--- src/rtl/icc_pkg.sv ---
// Shared types, codes and small arithmetic helpers for the ISBN checker/converter.
package icc_pkg;

  // Character codes
  localparam logic [7:0] CH_ZERO  = 8'h30;
  localparam logic [7:0] CH_NINE  = 8'h39;
  localparam logic [7:0] CH_SEVEN = 8'h37;
  localparam logic [7:0] CH_EIGHT = 8'h38;
  localparam logic [7:0] CH_UPX   = 8'h58;
  localparam logic [7:0] CH_LOWX  = 8'h78;
  localparam logic [7:0] CH_NONE  = 8'h00;

  // Symbol value that stands for X
  localparam logic [3:0] SYM_X = 4'd10;

  // Mode register codes
  localparam logic [1:0] MODE_VALIDATE = 2'd0;
  localparam logic [1:0] MODE_TO13     = 2'd1;
  localparam logic [1:0] MODE_TO10     = 2'd2;

  // Length class codes
  localparam logic [1:0] KIND_NONE = 2'd0;
  localparam logic [1:0] KIND_TEN  = 2'd1;
  localparam logic [1:0] KIND_THIR = 2'd2;

  // Error codes
  localparam logic [1:0] ERR_NONE   = 2'd0;
  localparam logic [1:0] ERR_LENGTH = 2'd1;
  localparam logic [1:0] ERR_CHECK  = 2'd2;
  localparam logic [1:0] ERR_PREFIX = 2'd3;

  // Weighted sum of the 978 prefix, mod 10
  localparam logic [3:0] PREFIX_SUM13 = 4'd8;

  // Kind of result run
  typedef enum logic [1:0] {
    RUN_SINGLE = 2'd0,
    RUN_13     = 2'd1,
    RUN_10     = 2'd2
  } run_t;

  // Controller to datapath commands
  typedef struct packed {
    logic accept;
    logic decide;
    logic advance;
  } cmd_t;

  // Datapath to controller status
  typedef struct packed {
    logic out_last;
  } stat_t;

  // Reduce a value below 121 mod 11 by conditional subtraction
  function automatic logic [3:0] mod11(input logic [6:0] x);
    logic [6:0] r;
    r = x;
    if (r >= 7'd88) r = r - 7'd88;
    if (r >= 7'd44) r = r - 7'd44;
    if (r >= 7'd22) r = r - 7'd22;
    if (r >= 7'd11) r = r - 7'd11;
    return r[3:0];
  endfunction

  // Reduce a value below 40 mod 10 by conditional subtraction
  function automatic logic [3:0] mod10(input logic [5:0] x);
    logic [5:0] r;
    r = x;
    if (r >= 6'd20) r = r - 6'd20;
    if (r >= 6'd10) r = r - 6'd10;
    return r[3:0];
  endfunction

  // ISBN-10 character of a symbol value
  function automatic logic [7:0] ten_char(input logic [3:0] v);
    return (v == SYM_X) ? CH_UPX : CH_ZERO + {4'd0, v};
  endfunction

  // Characters of the 978 prefix
  function automatic logic [7:0] prefix_char(input logic [1:0] i);
    logic [7:0] c;
    case (i)
      2'd0:    c = CH_NINE;
      2'd1:    c = CH_SEVEN;
      default: c = CH_EIGHT;
    endcase
    return c;
  endfunction

endpackage

--- src/rtl/icc_if.sv ---
// Channel interfaces: character input, result output and mode write.
interface icc_in_if;
  logic       valid;
  logic       ready;
  logic [7:0] ch;
  logic       last;
  modport source (output valid, output ch, output last, input ready);
  modport sink   (input valid, input ch, input last, output ready);
endinterface

interface icc_out_if;
  logic       valid;
  logic       ready;
  logic [7:0] out_char;
  logic       out_last;
  logic       valid_res;
  logic [1:0] kind;
  logic [1:0] error;
  modport source (output valid, output out_char, output out_last, output valid_res,
                  output kind, output error, input ready);
  modport sink   (input valid, input out_char, input out_last, input valid_res,
                  input kind, input error, output ready);
endinterface

interface icc_cfg_if;
  logic       valid;
  logic       ready;
  logic [1:0] mode;
  modport source (output valid, output mode, input ready);
  modport sink   (input valid, input mode, output ready);
endinterface

--- src/rtl/isbn_check_and_convert_core.sv ---
// Top level of the ISBN-10/ISBN-13 checker and converter.
//
// in_bus carries one ASCII character per request, with last on the final
// character of an ISBN. Digits, X and x are kept; everything else is dropped.
// cfg_bus writes the 2-bit mode (validate, 10 to 13, 13 to 10); it is always
// ready. It is to be written only while the block is idle; the block itself
// does not enforce this. out_bus carries results: one verdict or error
// request, or a run of 13 (ISBN-13) or 10 (ISBN-10) characters, the final one
// marked out_last. Characters are taken one per cycle while in_bus.ready is
// high. After the last character is accepted the controller passes through
// the verdict state, which loads the first result, and then offers it from the
// emit state; results then leave one per cycle while out_bus.ready is high,
// and a stall holds the current result. in_bus.ready stays low from the last
// character until the final result is taken. The controller state machine sets
// this pace. Reset clears the run state and returns mode to validate.
module isbn_check_and_convert_core (
  input  logic      clk,
  input  logic      rst_n,
  icc_in_if.sink    in_bus,
  icc_out_if.source out_bus,
  icc_cfg_if.sink   cfg_bus
);

  icc_pkg::cmd_t  cmd;
  icc_pkg::stat_t stat;

  // Mode writes are always taken
  assign cfg_bus.ready = 1'b1;

  icc_ctrl u_ctrl (
    .clk       (clk),
    .rst_n     (rst_n),
    .in_valid  (in_bus.valid),
    .in_last   (in_bus.last),
    .out_ready (out_bus.ready),
    .stat      (stat),
    .in_ready  (in_bus.ready),
    .out_valid (out_bus.valid),
    .cmd       (cmd)
  );

  icc_datapath u_datapath (
    .clk       (clk),
    .rst_n     (rst_n),
    .cmd       (cmd),
    .stat      (stat),
    .in_ch     (in_bus.ch),
    .cfg_valid (cfg_bus.valid),
    .cfg_mode  (cfg_bus.mode),
    .out_char  (out_bus.out_char),
    .out_last  (out_bus.out_last),
    .valid_res (out_bus.valid_res),
    .kind      (out_bus.kind),
    .error     (out_bus.error)
  );

endmodule

--- src/rtl/icc_ctrl.sv ---
// Controller: sequences accumulation, verdict and result emission.
module icc_ctrl (
  input  logic          clk,
  input  logic          rst_n,
  input  logic          in_valid,
  input  logic          in_last,
  input  logic          out_ready,
  input  icc_pkg::stat_t stat,
  output logic          in_ready,
  output logic          out_valid,
  output icc_pkg::cmd_t cmd
);

  typedef enum logic [2:0] {
    ST_ACCUM  = 3'b001,
    ST_DECIDE = 3'b010,
    ST_EMIT   = 3'b100
  } state_t;

  state_t state_r, state_nxt;

  // Handshake outputs follow the state
  assign in_ready  = (state_r == ST_ACCUM);
  assign out_valid = (state_r == ST_EMIT);

  // Issue commands and pick the next state
  always_comb begin
    state_nxt   = state_r;
    cmd.accept  = 1'b0;
    cmd.decide  = 1'b0;
    cmd.advance = 1'b0;
    case (state_r)
      ST_ACCUM: begin
        if (in_valid) begin
          cmd.accept = 1'b1;
          if (in_last) state_nxt = ST_DECIDE;
        end
      end
      ST_DECIDE: begin
        cmd.decide = 1'b1;
        state_nxt  = ST_EMIT;
      end
      ST_EMIT: begin
        if (out_ready) begin
          if (stat.out_last) state_nxt = ST_ACCUM;
          else cmd.advance = 1'b1;
        end
      end
      default: state_nxt = ST_ACCUM;
    endcase
  end

  // Hold state
  always_ff @(posedge clk) begin
    if (!rst_n) state_r <= ST_ACCUM;
    else state_r <= state_nxt;
  end

endmodule

--- src/rtl/icc_datapath.sv ---
// Datapath: symbol store, running check sums, verdict and result registers.
module icc_datapath (
  input  logic           clk,
  input  logic           rst_n,
  input  icc_pkg::cmd_t  cmd,
  output icc_pkg::stat_t stat,
  input  logic [7:0]     in_ch,
  input  logic           cfg_valid,
  input  logic [1:0]     cfg_mode,
  output logic [7:0]     out_char,
  output logic           out_last,
  output logic           valid_res,
  output logic [1:0]     kind,
  output logic [1:0]     error
);

  logic [1:0] mode_r;
  logic [3:0] count_r, count_nxt;
  logic [3:0] sum10_r, sum10_nxt;
  logic [3:0] sum13_r, sum13_nxt;
  logic [3:0] csum10_r, csum10_nxt;
  logic [3:0] csum13_r, csum13_nxt;
  logic       misx_r, misx_nxt;
  logic [3:0] store_r [13];

  logic       is_digit, is_x, keep;
  logic [3:0] sym;
  logic [3:0] w10, w13a, w13b, wc10;
  logic [7:0] p10, p13a, p13b, pc10;

  logic [1:0]          kd_c;
  logic [3:0]          chk10_c, chk13_c, c13_c, c10_c;
  logic                valid_c, prefix_ok_c;
  logic [7:0]          chkc_c, single_char_c, c13ch_c, c10ch_c;
  logic [1:0]          err_c;
  icc_pkg::run_t       run_c;

  icc_pkg::run_t run_r, sel_run;
  logic [3:0]    idx_r, sel_idx, sym_addr;
  logic [7:0]    c13ch_r, c10ch_r, sel_c13, sel_c10, sel_char;
  logic [3:0]    sel_sym;
  logic          sel_last;
  logic [7:0]    out_char_r;
  logic          out_last_r, valid_res_r;
  logic [1:0]    kind_r, error_r;

  // Classify the incoming character
  assign is_digit = (in_ch >= icc_pkg::CH_ZERO) && (in_ch <= icc_pkg::CH_NINE);
  assign is_x     = (in_ch == icc_pkg::CH_UPX) || (in_ch == icc_pkg::CH_LOWX);
  assign keep     = is_digit || is_x;
  assign sym      = is_digit ? in_ch[3:0] : icc_pkg::SYM_X;

  // Position weights and products
  assign w10  = 4'd10 - count_r;
  assign w13a = count_r[0] ? 4'd1 : 4'd3;
  assign w13b = count_r[0] ? 4'd3 : 4'd1;
  assign wc10 = 4'd13 - count_r;
  assign p10  = {4'd0, sym} * {4'd0, w10};
  assign p13a = {4'd0, sym} * {4'd0, w13a};
  assign p13b = {4'd0, sym} * {4'd0, w13b};
  assign pc10 = {4'd0, sym} * {4'd0, wc10};

  // Advance running sums on a kept symbol, clear them after the verdict
  always_comb begin
    count_nxt  = count_r;
    sum10_nxt  = sum10_r;
    sum13_nxt  = sum13_r;
    csum10_nxt = csum10_r;
    csum13_nxt = csum13_r;
    misx_nxt   = misx_r;
    if (cmd.decide) begin
      count_nxt  = 4'd0;
      sum10_nxt  = 4'd0;
      sum13_nxt  = 4'd0;
      csum10_nxt = 4'd0;
      csum13_nxt = icc_pkg::PREFIX_SUM13;
      misx_nxt   = 1'b0;
    end else if (cmd.accept && keep) begin
      if ((sym == icc_pkg::SYM_X) && (count_r != 4'd9)) misx_nxt = 1'b1;
      if (count_r < 4'd9) begin
        sum10_nxt  = icc_pkg::mod11(p10[6:0] + {3'd0, sum10_r});
        csum13_nxt = icc_pkg::mod10(p13a[5:0] + {2'd0, csum13_r});
      end
      if (count_r < 4'd12)
        sum13_nxt = icc_pkg::mod10(p13b[5:0] + {2'd0, sum13_r});
      if ((count_r >= 4'd3) && (count_r < 4'd12))
        csum10_nxt = icc_pkg::mod11(pc10[6:0] + {3'd0, csum10_r});
      if (count_r != 4'd15) count_nxt = count_r + 4'd1;
    end
  end

  // Hold run state and mode
  always_ff @(posedge clk) begin
    if (!rst_n) begin
      mode_r   <= icc_pkg::MODE_VALIDATE;
      count_r  <= 4'd0;
      sum10_r  <= 4'd0;
      sum13_r  <= 4'd0;
      csum10_r <= 4'd0;
      csum13_r <= icc_pkg::PREFIX_SUM13;
      misx_r   <= 1'b0;
    end else begin
      if (cfg_valid) mode_r <= cfg_mode;
      count_r  <= count_nxt;
      sum10_r  <= sum10_nxt;
      sum13_r  <= sum13_nxt;
      csum10_r <= csum10_nxt;
      csum13_r <= csum13_nxt;
      misx_r   <= misx_nxt;
    end
  end

  // Store kept symbols, up to thirteen
  always_ff @(posedge clk) begin
    if (cmd.accept && keep && (count_r < 4'd13)) store_r[count_r] <= sym;
  end

  // Verdict on the finished ISBN
  assign chk10_c = (sum10_r == 4'd0) ? 4'd0 : 4'd11 - sum10_r;
  assign chk13_c = (sum13_r == 4'd0) ? 4'd0 : 4'd10 - sum13_r;
  assign c10_c   = (csum10_r == 4'd0) ? 4'd0 : 4'd11 - csum10_r;
  assign c13_c   = (csum13_r == 4'd0) ? 4'd0 : 4'd10 - csum13_r;
  assign c10ch_c = icc_pkg::ten_char(c10_c);
  assign c13ch_c = icc_pkg::CH_ZERO + {4'd0, c13_c};
  assign prefix_ok_c = (store_r[0] == 4'd9) && (store_r[1] == 4'd7) && (store_r[2] == 4'd8);

  always_comb begin
    kd_c    = icc_pkg::KIND_NONE;
    valid_c = 1'b0;
    chkc_c  = icc_pkg::CH_NONE;
    if (count_r == 4'd10) begin
      kd_c    = icc_pkg::KIND_TEN;
      chkc_c  = icc_pkg::ten_char(chk10_c);
      valid_c = !misx_r && (store_r[9] == chk10_c);
    end else if (count_r == 4'd13) begin
      kd_c    = icc_pkg::KIND_THIR;
      chkc_c  = icc_pkg::CH_ZERO + {4'd0, chk13_c};
      valid_c = !misx_r && (store_r[9] != icc_pkg::SYM_X) && (store_r[12] == chk13_c);
    end
  end

  // Choose the result run and its error
  always_comb begin
    run_c         = icc_pkg::RUN_SINGLE;
    err_c         = icc_pkg::ERR_NONE;
    single_char_c = icc_pkg::CH_NONE;
    if ((mode_r == icc_pkg::MODE_TO13) || (mode_r == icc_pkg::MODE_TO10)) begin
      if (kd_c != mode_r) err_c = icc_pkg::ERR_LENGTH;
      else if (!valid_c) err_c = icc_pkg::ERR_CHECK;
      else if (mode_r == icc_pkg::MODE_TO13) run_c = icc_pkg::RUN_13;
      else if (!prefix_ok_c) err_c = icc_pkg::ERR_PREFIX;
      else run_c = icc_pkg::RUN_10;
    end else begin
      if (kd_c == icc_pkg::KIND_NONE) err_c = icc_pkg::ERR_LENGTH;
      else begin
        single_char_c = chkc_c;
        err_c = valid_c ? icc_pkg::ERR_NONE : icc_pkg::ERR_CHECK;
      end
    end
  end

  // Select the run position to load: first at the verdict, next on advance
  assign sel_run  = cmd.decide ? run_c : run_r;
  assign sel_idx  = cmd.decide ? 4'd0 : idx_r + 4'd1;
  assign sel_c13  = cmd.decide ? c13ch_c : c13ch_r;
  assign sel_c10  = cmd.decide ? c10ch_c : c10ch_r;
  assign sym_addr = (sel_run == icc_pkg::RUN_13) ? sel_idx - 4'd3 : sel_idx + 4'd3;
  assign sel_sym  = (sym_addr < 4'd13) ? store_r[sym_addr] : 4'd0;

  always_comb begin
    case (sel_run)
      icc_pkg::RUN_13: begin
        if (sel_idx < 4'd3) sel_char = icc_pkg::prefix_char(sel_idx[1:0]);
        else if (sel_idx < 4'd12) sel_char = icc_pkg::CH_ZERO + {4'd0, sel_sym};
        else sel_char = sel_c13;
        sel_last = (sel_idx == 4'd12);
      end
      icc_pkg::RUN_10: begin
        if (sel_idx < 4'd9) sel_char = icc_pkg::CH_ZERO + {4'd0, sel_sym};
        else sel_char = sel_c10;
        sel_last = (sel_idx == 4'd9);
      end
      default: begin
        sel_char = single_char_c;
        sel_last = 1'b1;
      end
    endcase
  end

  // Load the result register
  always_ff @(posedge clk) begin
    if (cmd.decide) begin
      run_r       <= run_c;
      c13ch_r     <= c13ch_c;
      c10ch_r     <= c10ch_c;
      valid_res_r <= valid_c;
      kind_r      <= kd_c;
      error_r     <= err_c;
    end
    if (cmd.decide || cmd.advance) begin
      idx_r      <= sel_idx;
      out_char_r <= sel_char;
      out_last_r <= sel_last;
    end
  end

  assign out_char      = out_char_r;
  assign out_last      = out_last_r;
  assign valid_res     = valid_res_r;
  assign kind          = kind_r;
  assign error         = error_r;
  assign stat.out_last = out_last_r;

endmodule

--- src/flat_wrapper.sv ---
// flat-port wrapper written by rule: the top's interface ports become plain ports
module isbn_check_and_convert_core_flat 
  (clk, rst_n, in_bus_valid, in_bus_ch, in_bus_last, in_bus_ready, out_bus_valid, out_bus_out_char, out_bus_out_last, out_bus_valid_res, out_bus_kind, out_bus_error, out_bus_ready, cfg_bus_valid, cfg_bus_mode, cfg_bus_ready);
  icc_in_if in_bus_i ();
  icc_out_if out_bus_i ();
  icc_cfg_if cfg_bus_i ();
  input  logic clk;
  input  logic rst_n;
  input wire logic [$bits(in_bus_i.valid)-1:0] in_bus_valid;
  input wire logic [$bits(in_bus_i.ch)-1:0] in_bus_ch;
  input wire logic [$bits(in_bus_i.last)-1:0] in_bus_last;
  output wire logic [$bits(in_bus_i.ready)-1:0] in_bus_ready;
  output wire logic [$bits(out_bus_i.valid)-1:0] out_bus_valid;
  output wire logic [$bits(out_bus_i.out_char)-1:0] out_bus_out_char;
  output wire logic [$bits(out_bus_i.out_last)-1:0] out_bus_out_last;
  output wire logic [$bits(out_bus_i.valid_res)-1:0] out_bus_valid_res;
  output wire logic [$bits(out_bus_i.kind)-1:0] out_bus_kind;
  output wire logic [$bits(out_bus_i.error)-1:0] out_bus_error;
  input wire logic [$bits(out_bus_i.ready)-1:0] out_bus_ready;
  input wire logic [$bits(cfg_bus_i.valid)-1:0] cfg_bus_valid;
  input wire logic [$bits(cfg_bus_i.mode)-1:0] cfg_bus_mode;
  output wire logic [$bits(cfg_bus_i.ready)-1:0] cfg_bus_ready;
  assign in_bus_i.valid = in_bus_valid;
  assign in_bus_i.ch = in_bus_ch;
  assign in_bus_i.last = in_bus_last;
  assign in_bus_ready = in_bus_i.ready;
  assign out_bus_valid = out_bus_i.valid;
  assign out_bus_out_char = out_bus_i.out_char;
  assign out_bus_out_last = out_bus_i.out_last;
  assign out_bus_valid_res = out_bus_i.valid_res;
  assign out_bus_kind = out_bus_i.kind;
  assign out_bus_error = out_bus_i.error;
  assign out_bus_i.ready = out_bus_ready;
  assign cfg_bus_i.valid = cfg_bus_valid;
  assign cfg_bus_i.mode = cfg_bus_mode;
  assign cfg_bus_ready = cfg_bus_i.ready;
  isbn_check_and_convert_core u_core (.clk(clk), .rst_n(rst_n), .in_bus(in_bus_i), .out_bus(out_bus_i), .cfg_bus(cfg_bus_i));
endmodule
--- config.mk ---
export PLATFORM = sky130hd
export DESIGN_NAME = isbn_check_and_convert_core_flat
export DESIGN_NICKNAME = d
export VERILOG_FILES = /design/src/rtl/icc_pkg.sv /design/src/rtl/icc_if.sv /design/src/rtl/isbn_check_and_convert_core.sv /design/src/rtl/icc_ctrl.sv /design/src/rtl/icc_datapath.sv /design/src/flat_wrapper.sv
export SDC_FILE = /design/constraint.sdc
export NUM_CORES = 1
export LEC_CHECK = 0
export ABC_AREA = 1
export BUFFER_PORTS_ARGS = -buffer_cell sky130_fd_sc_hd__buf_2
export CORE_MARGIN = 2
export CORE_UTILIZATION = 60
export CTS_CLUSTER_DIAMETER = 40
export DETAILED_ROUTE_END_ITERATION = 16
export GPL_TIMING_DRIVEN = 0
export PLACE_DENSITY = 0.8
export SLEW_MARGIN = 10
export SYNTH_ARGS = -nofsm -noshare
export SYNTH_HDL_FRONTEND = slang
export SYNTH_SLANG_ARGS = --single-unit
--- constraint.sdc ---
create_clock -name clk -period 9.65 [get_ports clk]
set_clock_uncertainty 0.1 [all_clocks]
set_input_delay 1.4475 -clock clk [delete_from_list [all_inputs] [get_ports clk]]
set_output_delay 1.4475 -clock clk [all_outputs]
set_load 0.02 [all_outputs]
==> flow_results.org, run 1 <==
** STA
- Subtracting the final worst setup slack from the clock period gives 8.81 ns.
- Setup violations remaining at the end of the flow were counted as 0.
- Maximum operating frequency :: 114 MHz
- Unrepaired setup endpoints after global routing :: false
- Worst Slack Setup Final :: 0.843 ns
- Post-Route Hold Slack :: 0.328 ns
- Worst slew pin tran :: 1.04 ns
- TNS Setup :: 0 ns
- The number of max-slew violations in the final report was 0.
- Headroom to the max-slew limit came out at 30.3%.
- The number of hold violations in the final report was 0.
- After layout, the worst path uses 91.3% of the clock period.

** Yosys
- For this run, the leading register cell type out of synthesis is edfxtp_1.
- Top cells by area in the synthesized netlist :: edfxtp_1, nand2_1, ha_1
- Combined area of all synthesized cells :: 9220 sq um
- Count of yosys warnings during synthesis :: 0
- Synthesis produced a netlist with a net count of 1282.
- Share of synthesized area occupied by flip-flops and latches :: 36.3%
- Share of the synthesized area in the top cell type :: 26.7%
- Yosys reg bits :: 126
- Dominant cell by count in the synthesized netlist :: nand2_1
- Synthesis produced a netlist whose cell count is 1175.
- Number of synthesized flops with an enable pin :: 82
- Async SR Flop Fraction :: 0%
- Synth cell count leaders :: nand2_1, inv_1, nor2_1
- Synth cell types :: 56
- After synthesis, the mean cell area works out to 7.84 sq um.
- Summed over all instances, the cell type with the most area after synthesis is edfxtp_1.

** Finish
- For this run, the number of standard cells in the final layout without fillers is 1425.
- From synthesis to final layout, the design area changed by 10.6%.
- The filler cells instantiated in the layout total 1227.
- Of the cells placed in the final design, the portion with a size suffix greater than 1 is 9.30%.
- Across the whole layout, storage elements account for 3340 sq um.
- Multi-input gate area in the final layout :: 5010 sq um
- The repair_antennas step left the layout with diodes totalling 0.
- Final-stage net count :: 1332

** GRT
- Sum of overflow across all layers after global routing :: 0
- Antenna violations before repair :: 0
- GRT Max-Usage Layer :: met2
- Global routing used 25.9% of the available tracks across all layers.
- Met1 global-route usage :: 34.8%
- Maximum number of pins on one net before global-route repair :: 26
- Global routing met2 resource utilization :: 43.0%
- Number of global-route vias before repair :: 7135
- Global routing met3 resource utilization :: 3.88%
- Wire length of the first global-routing pass :: 33.9 mm

** Die
- Pin placement for this block handled 33 I/O pins.
- Once the floorplan was initialized, standard cells occupied 61.1% of the core.
- Floorplan die height :: 128 microns
- Standard-cell rows :: 45
- The die covers 16400 sq um.
- Die width :: 128 microns
- Floorplan Core Area :: 15100 sq um

** Power
- Net switching is 36.2% of the power.
- Worst supply voltage drop on vdd :: 0.104 mV
- Int Power :: 1.30 mW
- In this run the power density over the cells is 201 nW/um^2.
- Part of the power in registers :: 30.5%
- In this run, the clock network consumes 31.4% of the power.
- Final Power :: 2.05 mW
- Power dissipated by switching net loads :: 0.741 mW
- Of the total power, combinational logic draws 38.1%.
- The analysis attributes to cell leakage a power of 4.84 nW.

** Clocking
- TritonCTS created 17 clock buffers.
- TritonCTS built the clock tree.
- # Post-CTS Setup Buffers :: 0
- The H-tree was split into 4 levels.
- Clock latency of the later-clocked register in the worst-skew pair :: 0.42 ns
- Once the clock tree was built, the resizer swapped 0 gates to a different size.
- The clock passes through at most 2 buffers.
- CTS Hold Buffers Added :: 0
- CTS sink cnt :: 126
- The root buffer cell chosen for the clock tree is clkbuf_16.
- Clock-pin slew was measured on the worst setup and hold paths at 0.05 ns.

** Setup path
- STA puts the critical path data required time at 9.86 ns.
- Worst reg2reg startpoint :: u_core.u_datapath.count_r[1]
- The worst setup path is captured at a register.
- The critical path in this run is classified as primary input to register.
- Kind of start point of the critical path :: primary input
- For this design, the slowest cell found on the critical path is clkinv_1.
- Largest stage delay on the critical path :: 0.75 ns
- Most numerous cell on the critical path :: nand2_1
- Setup slack on the worst reg-to-reg path comes out at 2.48 ns.
- Data arrival time of the critical path :: 9.02 ns
- Worst Setup SP :: in_bus_ch[1]
- Critical-path maximum fanout :: 24

** Drt
- After detailed routing, the average wire length per cell comes to 14.5 microns.
- Routed wire length :: 20.7 mm
- Count of vias placed by the detailed router :: 7853
- Once detail routing completed, the nets flagged for antenna violations numbered 0.
- In the routed design, unresolved DRC markers number 0.
- Vias/cell :: 5.51
- Number of DRC violations after detailed-routing iteration 0 :: 677
- Number of detailed-routing iterations run before antenna repair :: 5

** Placed design
- OpenSTA, run right after detailed placement, puts the worst setup slack at 0.474 ns.
- Placed Instances :: 1394
- At the end of routability-driven placement, the weighted congestion stood at 0.921.
- Placed wire-length estimate :: 15.7 mm
- Port buffering added 31 buffers.

** Flow run
- Across the run, the number of max-cap violations was 0.

** Hold path
- Hold_sp :: u_core.u_datapath.c10ch_r[4]
- Type of the most critical hold path :: register to register

** Run status
- Result of the run :: complete, no violations
## layout make-up
cell class	instances	share of cell area (%)
sequential	126	32.8
tap	188	2.31
timing repair buffer	31	1.52
multi-input combinational	823	49.1
clock buffer	21	4.32
clock inverter	10	1.42
buffer	20	0.859
inverter	206	7.61
## per-layer routing
metal	wire, microns	up-vias
li1	-	3970
met1	9410	3606
met2	9710	240
met3	1090	37
met4	450	0
met5	0	-
## through the flow
stage,util [%],area [sq um]
2_1_floorplan,-,9220
3_3_place_gp,63.7,9610
3_5_place_dp,63.7,9610
4_1_cts,67.5,10200
5_1_grt,67.5,10200
6_report,67.5,10200
## power by group through the flow
| stage | clock network, mW | logic (mW) | registers, mW |
|---|---|---|---|
| 6_report | 0.642 | 0.779 | 0.624 |
| 5_1_grt | 0.664 | 0.877 | 0.627 |
| 2_1_floorplan | 0 | 0.608 | 0.635 |
| 4_1_cts | 0.642 | 0.769 | 0.624 |
| 3_3_place_gp | 0 | 0.749 | 0.633 |
| 3_5_place_dp | 0 | 0.762 | 0.634 |
## cell families (layout without fill, tap and decap cells)
kind of cell / count (synthesis) / after routing / share of synthesized area [%]
XOR/XNOR: 31 / 31 / 3.19
other: 1 / 1 / 0.0407
adder cells (fa/ha/maj): 91 / 91 / 14.0
AO/OA/AOI/OAI: 179 / 179 / 11.6
flip-flops: 126 / 126 / 36.3
multiplexers: 2 / 2 / 0.217
buffers and inverters: 226 / 288 / 9.37
AND/OR/NAND/NOR: 519 / 519 / 25.3
## critical path: cells and delay by family
| kind | cells | cell delay [ns] |
|---|---|---|
| buffers and inverters | 8 | 1.33 |
| and+or+nand+nor | 27 | 3.40 |
| AOI/OAI and AO/OA | 2 | 0.36 |
| adders and majority gates | 7 | 2.47 |
## worst paths after layout
check                                 end  cells after the start
min reg2reg  u_core.u_datapath.c10ch_r[4]                      1
max reg2reg  u_core.u_datapath.sum10_r[0]                     44
min          u_core.u_datapath.c10ch_r[4]                      1
max          u_core.u_datapath.sum10_r[0]                     44
## cell usage in the layout (no fill, tap or decap), types with 5 or more instances in the layout
cell,netlist,final
xor2_1,24,24
clkbuf_16,0,17
buf_2,1,32
nand2_1,254,254
or2_2,7,7
a21oi_1,58,58
inv_1,199,199
fa_1,20,20
o211ai_1,15,15
nand4_1,9,9
ha_1,71,71
nand3b_1,8,8
nor4_1,5,5
nand2_4,9,9
nor2_1,95,95
nand2_2,19,19
nor3_1,12,12
o21ai_0,63,63
edfxtp_1,82,82
o22ai_1,5,5
clkbuf_1,14,18
a32o_1,7,7
clkinv_1,2,6
nand3_1,90,90
dfxtp_1,44,44
## state kept, by name, indices dropped and copies added (netlist names)
name and flops:
u_core.u_datapath.sum10_r 4, u_core.u_datapath.valid_res 1, u_core.u_datapath.mode_r 2, u_core.u_datapath.error 2
u_core.u_datapath.misx_r 1, u_core.u_datapath.store_r 64, u_core.u_datapath.kind 2, u_core.u_datapath.out_last 1
u_core.u_datapath.count_r 4, u_core.u_datapath.sum13_r 4, u_core.u_datapath.csum10_r 4, u_core.u_datapath.c13ch_r 8
u_core.u_datapath.c10ch_r 8, u_core.u_datapath.idx_r 4, u_core.u_datapath.csum13_r 4, u_core.u_datapath.run_r 2
u_core.u_datapath.out_char 8, u_core.u_ctrl.state_r 3
No activity file was read; power rests on OpenSTA's default activity.
==> run 2, diff against run 1 <==
CTS_BUF_LIST = sky130_fd_sc_hd__clkbuf_4 sky130_fd_sc_hd__clkbuf_8   (was default)
==> flow_results.org, run 2 (synthesis gave the netlist of run 1 again) <==
** Setup path
- CP max-delay cell :: clkinv_1
- Critical path required time :: 9.90 ns (+0.04 ns)
- The internal reg-to-reg setup slack is 2.48 ns (about the same).
- Kind of start point of the critical path :: primary input
- Most numerous cell on the critical path :: nand2_1
- Element type at the critical path end :: register
- The worst path arrival time is 9.03 ns (about the same).
- Kind of cell with the highest combined delay on the critical path :: simple AND/OR/NAND/NOR gates
- The count of buffering cells on the critical path with inverters included was 8 (unchanged).
- Startpoint-to-endpoint class of the critical path :: primary input to register
- Path depth of the worst reg2reg path :: 44 (unchanged)
- Worst reg2reg startpoint :: u_core.u_datapath.count_r[1]
- The delay of the slowest cell on the worst path is 0.72 ns (-0.03 ns).
- Worst flop-to-flop path endpoint :: u_core.u_datapath.sum10_r[0]
- Critical-path maximum fanout :: 24 (unchanged)

** Run status
- Result of the run :: complete, no violations

** STA
- The worst relative slew slack was 27.5% (-2.8 points).
- Worst slew pin tran :: 1.08 ns (+0.0417 ns)
- Unrepaired setup endpoints after global routing :: false
- The achievable clock frequency was 114 MHz (+0.38%).
- The number of max-slew violations in the final report was 0 (unchanged).
- The number of hold violations in the final report is 0 (unchanged).
- TNS Setup :: 0 ns (unchanged)
- Min cycle time layout :: 8.77 ns (-0.0337 ns)
- Final worst path period share :: 90.9% (-0.35 points)
- Post-Route Hold Slack :: 0.334 ns (+0.00606 ns)
- Endpoints failing setup :: 0 (unchanged)

** Finish
- Leading cell type in the layout, fill and taps excluded :: nand2_1
- Largest Register :: u_core.u_datapath.store_r
- The final instance area is 10000 sq um (-1.7%).
- The library cells used most frequently in the layout, excluding fill and tap cells, are nand2_1, inv_1, nor2_1.
- The total number of nets in the final design is 1332 (unchanged).
- The fraction of layout instances using a drive strength above 1 was 9.62% (+0.32 points).
- From synthesis to final layout, the design area changed by 8.68%.
- Antenna cell count :: 0 (unchanged)
- The flip-flop count of the largest register after layout is 64 (unchanged).

** Clocking
- Clock latency of the later-clocked register in the worst-skew pair :: 0.45 ns (+0.03 ns)
- Post-CTS clock slew at the launch and capture registers of the worst setup and hold paths :: 0.07 ns (+0.02 ns)
- The total number of clock tree sinks was 126 (unchanged).
- Clock Tree Buf Depth :: 2 (unchanged)
- CTS Hold Buffers Added :: 0 (unchanged)
- The quantity of gates resized following cts was 0 (unchanged).
- TritonCTS built the clock tree.
- The TritonCTS buffer count was 17 (unchanged).
- # Post-CTS Setup Buffers :: 0 (unchanged)
- The level count of the clock H-tree is 4 (unchanged).
- The tree is rooted in a clkbuf_8.

** Hold path
- Type of the most critical hold path :: register to register
- Hold_sp :: u_core.u_datapath.c10ch_r[4]
- For hold timing, the worst endpoint is u_core.u_datapath.c10ch_r[4].
- The number of cells traversed by the worst hold path is 1 (unchanged).

** Power
- The sequential fraction of design power came to 33.1% (+2.6 points).
- Clock group share of total power :: 25.6% (-5.8 points)
- Combinational Power Share :: 41.4% (+3.3 points)
- The internal power is 1.16 mW (-11%).
- The switching power was 0.718 mW (-3.1%).
- Total power per unit cell area :: 188 nW/um^2 (-6.3%)
- The leakage component of the power came to 4.77 nW (-1.5%).
- Net switching fraction of the power :: 38.1% (+1.9 points)
- The worst IR drop on VDD was 0.0873 mV (-16%).

** Die
- Ports :: 33 (unchanged)
- The total die area was 16400 sq um (unchanged).
- Standard-cell rows :: 45 (unchanged)
- The vertical die dimension is 128 microns (unchanged).
- The die outline width came to 128 microns (unchanged).
- Floorplan Core Area :: 15100 sq um (unchanged)
- The initial cell density of the core came to 61.1% (unchanged).

** GRT
- Sum of overflow across all layers after global routing :: 0 (unchanged)
- The global-route usage over all layers came to 25.9% (about the same).
- The pin count of the biggest net entering global routing was 26 (unchanged).
- The initial antenna violation count is 0 (unchanged).
- The first-pass GRT wire length came to 33.7 mm (-0.55%).
- Number of global-route vias before repair :: 7143 (+0.11%)

** Drt
- Count of vias placed by the detailed router :: 7852 (-0.013%)
- Number of DRC violations after detailed-routing iteration 0 :: 662 (-2.2%)
- The post-detailed-route DRC marker count was 0 (unchanged).
- Vias/cell :: 5.51 (about the same)
- WL per Instance :: 14.3 microns (-1.2%)
- Number of detailed-routing iterations run before antenna repair :: 6 (+1)
- Antenna Violating Nets Remaining :: 0 (unchanged)
- Routed wire length :: 20.4 mm (-1.2%)

** Placed design
- The total cell area at the placement stage was 9610 sq um (unchanged).
- The count of buffers from port buffering was 31 (unchanged).
- The routability congestion estimate from global placement was 0.921 (unchanged).
- The post-detailed-placement half-perimeter wirelength is 15.7 mm (unchanged).

** Flow run
- The number of maximum-capacitance violations was 0 (unchanged).
[run 2: cell count changes in the layout (fill, tap and decap cells not counted)]
| cell | before | now |
|---|---|---|
| clkbuf_8 | 0 | 17 |
| clkbuf_16 | 17 | 0 |
| clkbuf_4 | 0 | 4 |
| clkbuf_1 | 18 | 14 |
[run 2: how the worst max path moves through the flow]
| stage | start | endpoint | slack (ns) | cells after the start |
|---|---|---|---|---|
| 2_1_floorplan | in_bus_ch[7] | u_core.u_datapath.csum10_r[2] | 1.91 | 42 |
| 3_3_place_gp | in_bus_ch[1] | u_core.u_datapath.csum10_r[2] | 0.57 | 43 |
| 3_5_place_dp | in_bus_ch[1] | u_core.u_datapath.sum10_r[0] | 0.47 | 44 |
| 4_1_cts | in_bus_ch[1] | u_core.u_datapath.sum10_r[0] | 0.93 | 44 |
| 5_1_grt | in_bus_ch[1] | u_core.u_datapath.sum10_r[1] | 0.26 | 42 |
| 6_report | in_bus_ch[1] | u_core.u_datapath.sum10_r[0] | 0.88 | 44 |
[run 2: per-stage QoR]
stage,utilization (%),power [mW],worst slack (ns),cells
global placement,63.7,1.38,0.575,1394
finish,66.4,1.88,0.877,1425
global route,66.4,2.01,0.265,1425
CTS,66.4,1.87,0.928,1425
detailed placement,63.7,1.40,0.474,1394
floorplan,-,1.24,1.91,1175
[run 2: power groups by stage]
stage                     Sequential (mW)  Clock (mW)  Combinational (mW)
after detailed placement            0.634           0               0.762
after global placement              0.633           0               0.749
final                               0.623       0.481               0.779
after CTS                           0.623       0.482               0.768
after global routing                0.626       0.502               0.878
after floorplan                     0.635           0               0.608
[run 2: cell type report]
class                           instances  area [sq um]
Clock inverter                         10           145
Tap cell                              188           235
Fill cell                            1250          5070
Buffer                                 20          87.6
Clock buffer                           21           264
Sequential cell                       126          3340
Multi-Input combinational cell        823          5010
Inverter                              206           776
Timing Repair Buffer                   31           155
[run 2: per-layer routing]
| layer | global-route usage (%) | up-vias | wire, microns |
|---|---|---|---|
| met2 | 42.7 | 240 | 9460 |
| met3 | 4.63 | 49 | 1230 |
| met4 | 11.1 | 0 | 622 |
| li1 | - | 3974 | - |
| met1 | 33.8 | 3589 | 9110 |
| met5 | 0 | - | 0 |
